File: src/rtl/y2r_pkg.sv
// types, constants and arithmetic helpers for the yuv 4:2:0 quad to rgb565 converter
// no dependencies; imported by yuv420_quad_to_rgb565
package y2r_pkg;

	localparam int QuadPixels = 4;

	// widths of the intermediate values
	localparam int TermW = 17;	// chroma term, signed, magnitude below 2^16
	localparam int AccW  = 18;	// per-channel sum before the shift, signed

	// conversion coefficients, 8 fractional bits
	localparam logic signed [TermW-1:0] CoefRv = 17'sd359;
	localparam logic signed [TermW-1:0] CoefGu = 17'sd88;
	localparam logic signed [TermW-1:0] CoefGv = 17'sd183;
	localparam logic signed [TermW-1:0] CoefBu = 17'sd454;
	localparam logic signed [8:0]       ChromaOffset = 9'sd128;
	localparam logic signed [AccW-1:0]  RoundHalf = 18'sd128;

	typedef logic signed [TermW-1:0] term_t;
	typedef logic signed [AccW-1:0]  acc_t;

	// input transaction: shared chroma pair and four luma bytes
	typedef struct packed {
		logic [7:0] chroma_u;
		logic [7:0] chroma_v;
		logic [7:0] luma_top_left;
		logic [7:0] luma_top_right;
		logic [7:0] luma_bottom_left;
		logic [7:0] luma_bottom_right;
	} quad_in_t;

	// output transaction: four packed {b[7:3], g[7:2], r[7:3]} words
	typedef struct packed {
		logic [15:0] pixel_top_left;
		logic [15:0] pixel_top_right;
		logic [15:0] pixel_bottom_left;
		logic [15:0] pixel_bottom_right;
	} quad_out_t;

	// per-quad chroma contributions
	typedef struct packed {
		term_t r_term;
		term_t g_term;
		term_t b_term;
	} chroma_terms_t;

	// per-pixel channel sums
	typedef struct packed {
		acc_t r_acc;
		acc_t g_acc;
		acc_t b_acc;
	} pixel_acc_t;

	// remove the chroma offset and widen to term width
	function automatic term_t chroma_delta(input logic [7:0] c);
		logic signed [8:0] d;
		d = $signed({1'b0, c}) - ChromaOffset;
		return TermW'(d);
	endfunction

	function automatic chroma_terms_t chroma_terms(input logic [7:0] u, input logic [7:0] v);
		term_t du;
		term_t dv;
		chroma_terms_t t;
		du = chroma_delta(u);
		dv = chroma_delta(v);
		t.r_term = dv * CoefRv;
		t.g_term = -((du * CoefGu) + (dv * CoefGv));
		t.b_term = du * CoefBu;
		return t;
	endfunction

	// 256*y + term + 128
	function automatic acc_t channel_sum(input logic [7:0] y, input term_t term);
		acc_t base;
		base = $signed({2'b00, y, 8'h00});
		return base + AccW'(term) + RoundHalf;
	endfunction

	// floor shift by 8 and clamp to 0..255
	function automatic logic [7:0] saturate(input acc_t acc);
		logic [7:0] q;
		if (acc[AccW-1]) begin
			q = 8'h00;
		end else if (acc[16]) begin
			q = 8'hff;
		end else begin
			q = acc[15:8];
		end
		return q;
	endfunction

	function automatic logic [15:0] pack565(input pixel_acc_t a);
		logic [7:0] r;
		logic [7:0] g;
		logic [7:0] b;
		r = saturate(a.r_acc);
		g = saturate(a.g_acc);
		b = saturate(a.b_acc);
		return {b[7:3], g[7:2], r[7:3]};
	endfunction

endpackage

File: src/rtl/yuv420_quad_to_rgb565.sv
// yuv 4:2:0 quad (one chroma pair, four luma) to four rgb565 pixels
// one quad per cycle throughput while rgb_stall is low, set by the three-stage
// pipeline (chroma multiply, sum, clamp/pack)
// a stalled stage holds its data; empty stages still fill while the output waits
// reset (arst_n, asynchronous, active low) clears the stage valid bits only
// depends on y2r_pkg
module yuv420_quad_to_rgb565 (
	input  logic               clk,
	input  logic               arst_n,
	input  logic               yuv_valid,
	output logic               yuv_stall,
	input  y2r_pkg::quad_in_t  yuv,
	output logic               rgb_valid,
	input  logic               rgb_stall,
	output y2r_pkg::quad_out_t rgb
);
	import y2r_pkg::*;

	logic valid_s1, valid_s2, valid_s3;
	logic adv_s1, adv_s2, adv_s3;

	chroma_terms_t       terms_s1;
	logic [7:0]          luma_s1 [QuadPixels];
	pixel_acc_t          acc_s2 [QuadPixels];
	quad_out_t           rgb_s3;

	logic [7:0]          luma_in [QuadPixels];
	logic [15:0]         word_s2 [QuadPixels];

	// stage advance: a stage loads when empty or when its contents move on
	assign adv_s3    = !valid_s3 || !rgb_stall;
	assign adv_s2    = !valid_s2 || adv_s3;
	assign adv_s1    = !valid_s1 || adv_s2;
	assign yuv_stall = !adv_s1;

	// valid bits
	always_ff @(posedge clk or negedge arst_n) begin
		if (!arst_n) begin
			valid_s1 <= 1'b0;
			valid_s2 <= 1'b0;
			valid_s3 <= 1'b0;
		end else begin
			if (adv_s1) begin
				valid_s1 <= yuv_valid;
			end
			if (adv_s2) begin
				valid_s2 <= valid_s1;
			end
			if (adv_s3) begin
				valid_s3 <= valid_s2;
			end
		end
	end

	// luma in pixel order
	assign luma_in[0] = yuv.luma_top_left;
	assign luma_in[1] = yuv.luma_top_right;
	assign luma_in[2] = yuv.luma_bottom_left;
	assign luma_in[3] = yuv.luma_bottom_right;

	// stage 1: chroma terms, shared by the four pixels
	always_ff @(posedge clk) begin
		if (adv_s1) begin
			terms_s1 <= chroma_terms(yuv.chroma_u, yuv.chroma_v);
			for (int i = 0; i < QuadPixels; i++) begin
				luma_s1[i] <= luma_in[i];
			end
		end
	end

	// stage 2: per-pixel channel sums
	always_ff @(posedge clk) begin
		if (adv_s2) begin
			for (int i = 0; i < QuadPixels; i++) begin
				acc_s2[i].r_acc <= channel_sum(luma_s1[i], terms_s1.r_term);
				acc_s2[i].g_acc <= channel_sum(luma_s1[i], terms_s1.g_term);
				acc_s2[i].b_acc <= channel_sum(luma_s1[i], terms_s1.b_term);
			end
		end
	end

	// clamp and pack each pixel
	always_comb begin
		for (int i = 0; i < QuadPixels; i++) begin
			word_s2[i] = pack565(acc_s2[i]);
		end
	end

	// stage 3: output register
	always_ff @(posedge clk) begin
		if (adv_s3) begin
			rgb_s3.pixel_top_left     <= word_s2[0];
			rgb_s3.pixel_top_right    <= word_s2[1];
			rgb_s3.pixel_bottom_left  <= word_s2[2];
			rgb_s3.pixel_bottom_right <= word_s2[3];
		end
	end

	assign rgb_valid = valid_s3;
	assign rgb       = rgb_s3;

endmodule
File: config.mk
export PLATFORM = sky130hd
export DESIGN_NAME = yuv420_quad_to_rgb565
export DESIGN_NICKNAME = d
export VERILOG_FILES = /design/src/rtl/y2r_pkg.sv /design/src/rtl/yuv420_quad_to_rgb565.sv
export SDC_FILE = /design/constraint.sdc
export NUM_CORES = 1
export LEC_CHECK = 0
export BUFFER_PORTS_ARGS = -buffer_cell sky130_fd_sc_hd__buf_2
export CORE_MARGIN = 3
export CORE_UTILIZATION = 55
export DETAILED_ROUTE_END_ITERATION = 10
export GPL_ROUTABILITY_DRIVEN = 0
export GPL_TIMING_DRIVEN = 0
export PLACE_DENSITY = 0.74
export RECOVER_POWER = 50
export SKIP_CTS_REPAIR_TIMING = 1
export SYNTH_ARGS = -nofsm -noshare
export SYNTH_HDL_FRONTEND = slang
export SYNTH_SLANG_ARGS = --single-unit
File: constraint.sdc
create_clock -name clk -period 3.86 [get_ports clk]
set_input_delay 0.772 -clock clk [delete_from_list [all_inputs] [get_ports clk]]
set_output_delay 0.772 -clock clk [all_outputs]
set_load 0.005 [all_outputs]
==> results of run 1 <==
## report_power, final
part	total [mW]	internal [mW]	switching (mW)
clock network	2.08	1.26	0.815
registers	5.10	4.42	0.682
logic	10.4	4.95	5.47
## final cells by class
cell class | count | area (um^2)
Sequential cell | 217 | 6501
Tap cell | 372 | 465.4
Clock inverter | 11 | 162.7
Inverter | 184 | 714.4
Buffer | 2 | 23.77
Timing Repair Buffer | 156 | 1054
Multi-Input combinational cell | 951 | 8912
Fill cell | 2062 | 8956
Clock buffer | 24 | 536.8
## worst min path at each step
stage | from | endpoint | slack (ns) | cells after the start
floorplan | valid_s1 | valid_s2 | 0.43 | 1
global placement | valid_s1 | valid_s2 | 0.45 | 1
detailed placement | valid_s1 | valid_s2 | 0.46 | 1
CTS | arst_n | valid_s1 | 0.05 | 1
global route | arst_n | valid_s1 | 0.08 | 1
finish | arst_n | valid_s1 | 0.07 | 1
## cell usage in the layout, fill, tap and decap left out, drive strengths merged, types with 3 or more instances in the layout
| master | synthesis | final |
|---|---|---|
| a21bo | 3 | 3 |
| buf | 2 | 147 |
| o21bai | 6 | 6 |
| nand2 | 33 | 33 |
| a21oi | 52 | 52 |
| xnor2 | 97 | 97 |
| clkinvlp | 0 | 5 |
| o211ai | 5 | 5 |
| or3 | 11 | 11 |
| nor2 | 219 | 219 |
| clkbuf | 0 | 35 |
| o21ai | 34 | 34 |
| a21o | 22 | 22 |
| nor2b | 7 | 7 |
| fa | 76 | 76 |
| and2 | 6 | 6 |
| or2 | 5 | 5 |
| nand2b | 16 | 16 |
| nand3 | 4 | 4 |
| nor3 | 25 | 25 |
| o211a | 6 | 6 |
| edfxtp | 214 | 214 |
| dfrtp | 3 | 3 |
| o21a | 18 | 18 |
| nand4 | 3 | 3 |
| xor2 | 12 | 12 |
| ha | 255 | 255 |
| a31oi | 5 | 5 |
| bufinv | 0 | 4 |
| a221oi | 3 | 3 |
| clkinv | 0 | 8 |
| inv | 184 | 178 |
## cells by family (layout without fill, tap and decap cells)
family,Yosys count,in the layout
muxes,2,2
buffers and inverters,186,377
and+or+nand+nor,336,336
adders and majority gates,331,331
xor gates and xnor gates,110,110
DFF,217,217
AOI/OAI and AO/OA,172,172
## sequential cells by signal (all words and copies together), names as in the netlist
name and count:
terms_s1 30, valid_s2 1, acc_s2 88, rgb_valid 1, luma_s1 32, rgb 64, valid_s1 1
## metrics by stage
step / instances / utilization / setup TNS (ns) / hold slack, ns
4_1_cts: 1883 / 0.6464 / -24.74 / 0.05152
3_5_place_dp: 1848 / 0.6208 / -38.88 / 0.4617
3_3_place_gp: 1843 / 0.6169 / -171.77 / 0.4510
5_1_grt: 1917 / 0.6723 / -21.38 / 0.07574
2_1_floorplan: 1354 / - / -21.04 / 0.4348
6_report: 1917 / 0.6723 / -18.37 / 0.07472
## layer usage
layer | track usage | up-vias
met2 | 0.3783 | 234
met5 | 0 | -
met3 | 0.01686 | 79
met1 | 0.2520 | 4799
li1 | - | 5020
met4 | 0.08378 | 0
## worst reg2reg max path, cell delays in order, from the launching register on
cell	delay (ns)
dfrtp_1	0.41
nand2_1	0.62
clkbuf_1	1.61
==> results.cfg, run 1 <==
[status]
status = complete, but fails checks
violations = max-capacitance violations, max-slew violations, negative setup slack

[worst_setup_path]
r2r-end = rgb[23]
cpMostUsedCell = fa_1
worstPathArrival_ns = 6.07
critPathBufInv = 2
regToRegStartpoint = rgb_valid
crit_start = yuv[41]
cp_max_fo = 5
end_kind = flop
start_kind = input pin
ff2ff_path_depth = 2
required_ns = 4.09
slowest_stage = fa_1
crit_chain = buf_8, ha_4, fa_1, ha_4, nor2b_4, o21a_1, o21ai_2, nand2b_1, a21oi_2, xnor2_2, ha_1, fa_1, fa_1, fa_1, inv_2, ha_4, a21oi_2, o221ai_2, or3_1, a31o_4, a31oi_4, xnor3_1
worstSetupPathDepth = 22
endpoint = terms_s1[33]
critPathKind = in -> reg
slowest_delay_ns = 0.53
cp_top_family = adder cells
rrSetupSlack_ns = 0.77

[cts]
htreeDepth = 1
path_clk_slew_ns = 0.06
cts_tree = built
numCtsBuffers = 20
clock_latency_ns = 0.50
cts_root_buf = clkbuf_16
clkSinkCount = 217
cts_buffer_depth = 3

[drt]
detail_route.wl_per_cell_um = 16.77
wl_met3_mm = 1.153
dr.first_iter.drc_count = 451
finalWirelength_mm = 32.14
firstDrtPassIters = 5
num_vias = 10132
wl_met2_mm = 16.47
antenna_left = 0
maxUsedRoutingLayer = met4
drcViolationCount = 0
wl_met1_mm = 13.07
viasPerCell = 5.285

[logic_synthesis]
ys_top_cells_by_area = edfxtp_1, ha_1, fa_1, xnor2_1, nor2_1
synth-seq-cells = 217
synth_top_family_by_area = adder cells
syn-cell-area_mm2 = 0.01548
synth_edf_count = 214
yosysTopAreaCellShare = 0.4152
syn_nets = 1737
synthAdderAreaFrac = 0.3044
synth_simple_gate_area_share = 0.09369
synth-compound-area-share = 0.07219
synth.distinct_cells = 50
synthMuxAreaShare = 0.001293
synth_commonest_cells = ha_1, nor2_1, edfxtp_1
yosysMostFrequentCell = ha_1
yosysTopAreaCell = edfxtp_1
async_flop_share = 0.01382
yosysWarningCount = 0
synth_ff_type = edfxtp_1
syn-mean-instance-area_um2 = 11.43
ys_seq_area_frac = 0.4200
synth_cells = 1354
synth_xor_area_frac = 0.06314

[sta]
slew_headroom = -0.4381
worst_clock_skew_ns = 0.01879
worstMarginPinSlew_ns = 2.157
fin_crit_ns = 5.837
setup_ws_ns = -1.977
max_freq_mhz = 171.3
setup_viol = 22
finalCritPeriodShare = 1.512
hold_viol_final = 0
rsz0062_at_grt = true
finalMaxSlewViolations = 116

[floorplan]
core_region_area_mm2 = 0.02733
core.rowCount = 60
die_w_um = 173.8
die_area_mm2 = 0.03019
die_h_um = 173.8
initial_core_util = 0.5664
pin_count = 118

[final_layout]
syn_to_final_growth_pct = 18.69
num_antenna_cells = 0
post-route-cell-area_mm2 = 0.01837
drive_gt1_frac = 0.1819
fin_nets = 1915

[global_route]
antenna_found_initial = 0
grt_max_degree = 70
gr-total-overflow = 0
grt_pass1_wl_mm = 49.84
grt_pass1_vias = 10098
grt_usage = 0.2067

[placed_design]
post-place-ws_ns = -2.708
dpl.hpwl_mm = 25.48
placed_area_mm2 = 0.01696
io_buffer_count = 117

[power_and_ir_drop]
vdd_ir_drop_max_mv = 0.8421
p_per_area_mw_per_mm2 = 957.7
fin_total_pwr_mw = 17.59
power_leakage_nw = 8.139

[hold_path]
hp-class = in -> async

[job]
cap_viol_max_count = 2
Power figures use the tool's default switching activity.
==> run 2, diff against run 1 <==
- PLACE_DENSITY: 0.74 -> 0.72
==> run 2 against run 1 <==
Net effect:
- the flow still finishes with violations (max-capacitance violations, max-slew violations, negative setup slack)
- critical path depth down 1
- worst hold slack better by 0.0038 ns
- setup slack gained 0.012 ns
- die area did not move
- final area down 1.5%
- total power fell by 1.2%
- cell count up 0.10%
- fmax rose by 0.20%
- combinational power barely moved
- largest power group unchanged
==> results.cfg, run 2 (synthesis results as in run 1) <==
[floorplan]
die_w_um = 173.8
die_h_um = 173.8
core.rowCount = 60
pin_count = 118
core_region_area_mm2 = 0.02733
die_area_mm2 = 0.03019
initial_core_util = 0.5664

[worst_setup_path]
critPathKind = in -> reg
required_ns = 4.08
crit_start = yuv[45]
cp_max_fo = 9
worstPathArrival_ns = 6.05
end_kind = flop
regToRegStartpoint = rgb_valid
start_kind = input pin

[placed_design]
dpl.cell_count = 1849
io_buffer_count = 117
post-place-ws_ns = -2.643
placed_area_mm2 = 0.01698
dpl.hpwl_mm = 25.37

[cts]
numCtsBuffers = 21
cts_tree = built
cts_root_buf = clkbuf_16
clkSinkCount = 217
htreeDepth = 1
clock_latency_ns = 0.49
path_clk_slew_ns = 0.06
cts_buffer_depth = 3

[final_layout]
fin_nets = 1916
num_antenna_cells = 0
syn_to_final_growth_pct = 16.95
drive_gt1_frac = 0.1739
layout_commonest_cell = ha_1
seqCellArea_mm2 = 0.006501
layout_common_cells = ha_1, nor2_1, edfxtp_1
fillCellCount = 2089
instances_no_fill = 1919
post-route-cell-area_mm2 = 0.01810
post-route-util = 0.6624
multi_input_area_mm2 = 0.008831
largest_reg_flops = 88
regMostFlops = acc_s2

[global_route]
gr-total-overflow = 0
grt_max_degree = 51
grt_usage = 0.2092
grt_pass1_vias = 10197
grt_pass1_wl_mm = 50.50
antenna_found_initial = 0

[drt]
drcViolationCount = 0
dr.first_iter.drc_count = 372
antenna_left = 0
firstDrtPassIters = 7
finalWirelength_mm = 31.95
num_vias = 10004
detail_route.wl_per_cell_um = 16.65
viasPerCell = 5.213

[sta]
max_freq_mhz = 171.7
setup_ws_ns = -1.966
finalCritPeriodShare = 1.509
hold_viol_final = 0
worst_clock_skew_ns = 0.008600
fin_crit_ns = 5.826
tns_ns = -19.95
setup_viol = 25
finalMaxSlewViolations = 86
rsz0062_at_grt = true
whs_ns = 0.07850
worstMarginPinSlew_ns = 2.219
slew_headroom = -0.4793

[status]
status = complete, but fails checks
violations = max-capacitance violations, max-slew violations, negative setup slack

[job]
cap_viol_max_count = 2

[power_and_ir_drop]
power_leakage_nw = 8.062
vdd_ir_drop_max_mv = 0.8302
p_per_area_mw_per_mm2 = 960.1
fin_total_pwr_mw = 17.38

[hold_path]
hp-class = in -> async
==> run 2: cell types whose count changed in the layout (fill, tap and decap cells not counted), sizes merged <==
cell    before  now
buf        147  143
bufinv       4    0
clkbuf      35   43
clkinv       8    7
inv        178  181
==> run 2: cell type report <==
type,instances,area share
Tap cell,372,0.02571
Inverter,184,0.03919
Buffer,2,0.001313
Timing Repair Buffer,156,0.05371
Sequential cell,217,0.3592
Multi-Input combinational cell,951,0.4879
Clock buffer,28,0.03048
Clock inverter,9,0.002558
==> run 2: worst paths after layout <==
| kind | endpoint | slack [ns] | depth (start not counted) |
|---|---|---|---|
| worst max-delay path | terms_s1[33] | -1.97 | 21 |
| max in group asynchronous | valid_s1 | 3.63 | 1 |
| worst max register to register | acc_s2[2][32] | 0.55 | 2 |
| worst min register to register | valid_s2 | 0.47 | 1 |
| worst min-delay path | valid_s2 | 0.08 | 1 |
| min in group clk | luma_s1[0][4] | 0.46 | 1 |
==> run 2: report_power, final <==
group,switching [mW],internal (mW),leakage (nW)
registers,0.701,4.42,2.21
clock network,0.809,1.00,0.288
logic,5.42,5.03,5.57
total,6.93,10.5,8.06
==> run 2: worst max-delay path: stages <==
cell      delay (ns)
buf_4           0.15
ha_1            0.27
inv_1           0.05
fa_1            0.50
inv_1           0.06
ha_4            0.17
or3_4           0.39
a41oi_4         0.26
xnor2_2         0.15
ha_1            0.27
fa_1            0.58
fa_1            0.46
fa_1            0.50
inv_1           0.07
ha_4            0.22
nand3_1         0.08
o221ai_2        0.09
or3_1           0.37
a31o_4          0.24
a31oi_4         0.13
xnor3_1         0.25
==> run 2: routing by layer <==
metal / share of wire / global-route usage / vias up
met3: 0.042 / 0.02497 / 49
met5: 0 / 0 / -
li1: - / - / 5007
met2: 0.52 / 0.3875 / 216
met1: 0.41 / 0.2546 / 4732
met4: 0.030 / 0.06401 / 0
==> run 3, diff against run 2 <==
- ABC_AREA: unset -> 1
==> run 3 against run 2 <==
Net effect:
- the flow finishes with violations (negative setup slack)
- via count rose by 23%
- worst hold slack worse by 0.0035 ns
- utilization is 0.80 points higher
- count of clock-buffer cells in the layout shrank 5
- non-clock buffer count is 2 higher
- register-to-register slack improved by 0.10 ns
- wire length up 19%
- synthesized area rose by 9.2%
- global-route usage increased by 0.98 points
- setup slack improved by 0.61 ns
- critical path type unchanged
==> results.cfg, run 3 <==
[status]
status = complete, but fails checks
violations = negative setup slack

[final_layout]
num_antenna_cells = 0
syn_to_final_growth_pct = 18.86
fillCellCount = 2250
multi_input_area_mm2 = 0.01023
fin_nets = 2293
seqCellArea_mm2 = 0.006501
drive_gt1_frac = 0.1845
layout_commonest_cell = nand2_1
instances_no_fill = 2314
regMostFlops = acc_s2
largest_reg_flops = 88
layout_common_cells = nand2_1, inv_1, nor2_1

[floorplan]
die_area_mm2 = 0.03286
die_h_um = 181.3
die_w_um = 181.3
pin_count = 118
core_region_area_mm2 = 0.02995
initial_core_util = 0.5640
core.rowCount = 63

[cts]
path_clk_slew_ns = 0.06
cts_buffer_depth = 3
numCtsBuffers = 20
htreeDepth = 1
clock_latency_ns = 0.49
cts_root_buf = clkbuf_16
clkSinkCount = 217
cts_tree = built

[placed_design]
dpl.cell_count = 2244
post-place-ws_ns = -2.027
io_buffer_count = 117
dpl.hpwl_mm = 29.68

[global_route]
grt_max_degree = 67
gr-total-overflow = 0
grt_pass1_wl_mm = 58.71
grt_pass1_vias = 12025
antenna_found_initial = 0
grt_usage = 0.2190

[logic_synthesis]
synth-seq-cells = 217
synth.distinct_cells = 40
syn-cell-area_mm2 = 0.01689
syn-mean-instance-area_um2 = 9.732
synthMuxAreaShare = 0
synth_cells = 1736
synth-compound-area-share = 0.06539
async_flop_share = 0.01382
ys_seq_area_frac = 0.3848
synth_top_family_by_area = adder cells
synth_simple_gate_area_share = 0.1449
synthAdderAreaFrac = 0.2789
synth_ff_type = edfxtp_1
syn_nets = 2119
yosysMostFrequentCell = inv_1
synth_xor_area_frac = 0.05910
synth_commonest_cells = inv_1, nand2_1, ha_1
yosysTopAreaCellShare = 0.3804
ys_top_cells_by_area = edfxtp_1, ha_1, fa_1, inv_1, nand2_1
yosysTopAreaCell = edfxtp_1
synth_edf_count = 214
yosysWarningCount = 0

[sta]
worstMarginPinSlew_ns = 0.9458
hold_viol_final = 0
setup_ws_ns = -1.360
fin_crit_ns = 5.220
worst_clock_skew_ns = 0.01102
max_freq_mhz = 191.6
rsz0062_at_grt = true
slew_headroom = 0.3682
setup_viol = 11
finalCritPeriodShare = 1.352
tns_ns = -11.06
finalMaxSlewViolations = 0
whs_ns = 0.07497

[worst_setup_path]
critPathKind = in -> reg
worstPathArrival_ns = 5.46
required_ns = 4.10
start_kind = input pin
end_kind = flop
slowest_delay_ns = 0.54
slowest_stage = fa_2
cp_max_fo = 5

[drt]
viasPerCell = 5.312
num_vias = 12292
finalWirelength_mm = 37.96
dr.first_iter.drc_count = 645
detail_route.wl_per_cell_um = 16.40
firstDrtPassIters = 5
antenna_left = 0
drcViolationCount = 0

[hold_path]
hp-class = in -> async

[job]
cap_viol_max_count = 0
## run 3: changes by cell type after synthesis, moves of 14 or more
cell / previous run / this run
a21oi_1: 52 / 97
xor2_1: 12 / 93
nand3_1: 4 / 52
xnor2_1: 97 / 21
nand4_1: 3 / 17
inv_1: 183 / 278
nand2_1: 33 / 275
nand2b_1: 16 / 0
o21a_1: 18 / 4
nand2_2: 0 / 14
nor3_1: 25 / 6
## run 3: metal layers
layer | vias up | track usage | part of all wire
met5 | - | 0 | 0
met4 | 0 | 0.08288 | 0.041
met3 | 88 | 0.02054 | 0.045
met2 | 323 | 0.3914 | 0.51
met1 | 5794 | 0.2758 | 0.40
li1 | 6087 | - | -
## run 3: cell type report
cell class | instances | area share
buffer | 8 | 0.003614
clock buffer | 23 | 0.02654
clock inverter | 13 | 0.007539
inverter | 282 | 0.05508
multi-input combinational | 1229 | 0.5096
sequential | 217 | 0.3237
tap | 390 | 0.02430
timing repair buffer | 152 | 0.04959
## run 3: cell families (layout without fill, tap and decap cells)
logic type,after synthesis,in the layout
simple gates,599,599
fa+ha+maj,331,331
buf+inv,290,478
flops,217,217
compound gates,185,185
xor+xnor,114,114
## run 3: final timing paths
check / from / end / slack (ns) / cells past startpoint
hold / removal: arst_n / valid_s1 / 0.07 / 1
setup / recovery: yuv[42] / terms_s1[33] / -1.36 / 25
max in group asynchronous: arst_n / rgb_valid / 3.63 / 1
setup reg to reg: rgb_valid / luma_s1[1][3] / 0.65 / 6
hold reg to reg: valid_s1 / valid_s2 / 0.48 / 2
min in group clk: yuv[15] / luma_s1[2][7] / 0.45 / 1
## run 3: critical path: cells and delay by family
kind | cells | cell delay, ns
fa+ha+maj | 8 | 3.21
simple gates | 8 | 0.57
compound gates | 4 | 0.47
buf+inv | 4 | 0.26
xor+xnor | 1 | 0.17
## run 3: metrics by stage
| stage | util | area (um^2) |
|---|---|---|
| 3_3_place_gp | 0.6146 | 18410 |
| 2_1_floorplan | - | 17340 |
| 4_1_cts | 0.6381 | 19110 |
| 3_5_place_dp | 0.6152 | 18430 |
| 5_1_grt | 0.6704 | 20080 |
| 6_report | 0.6704 | 20080 |
Power of run 3 is left out: the tool's default activity adds up to more than one toggle a clock period on the data nets, which glitch-free logic cannot reach.
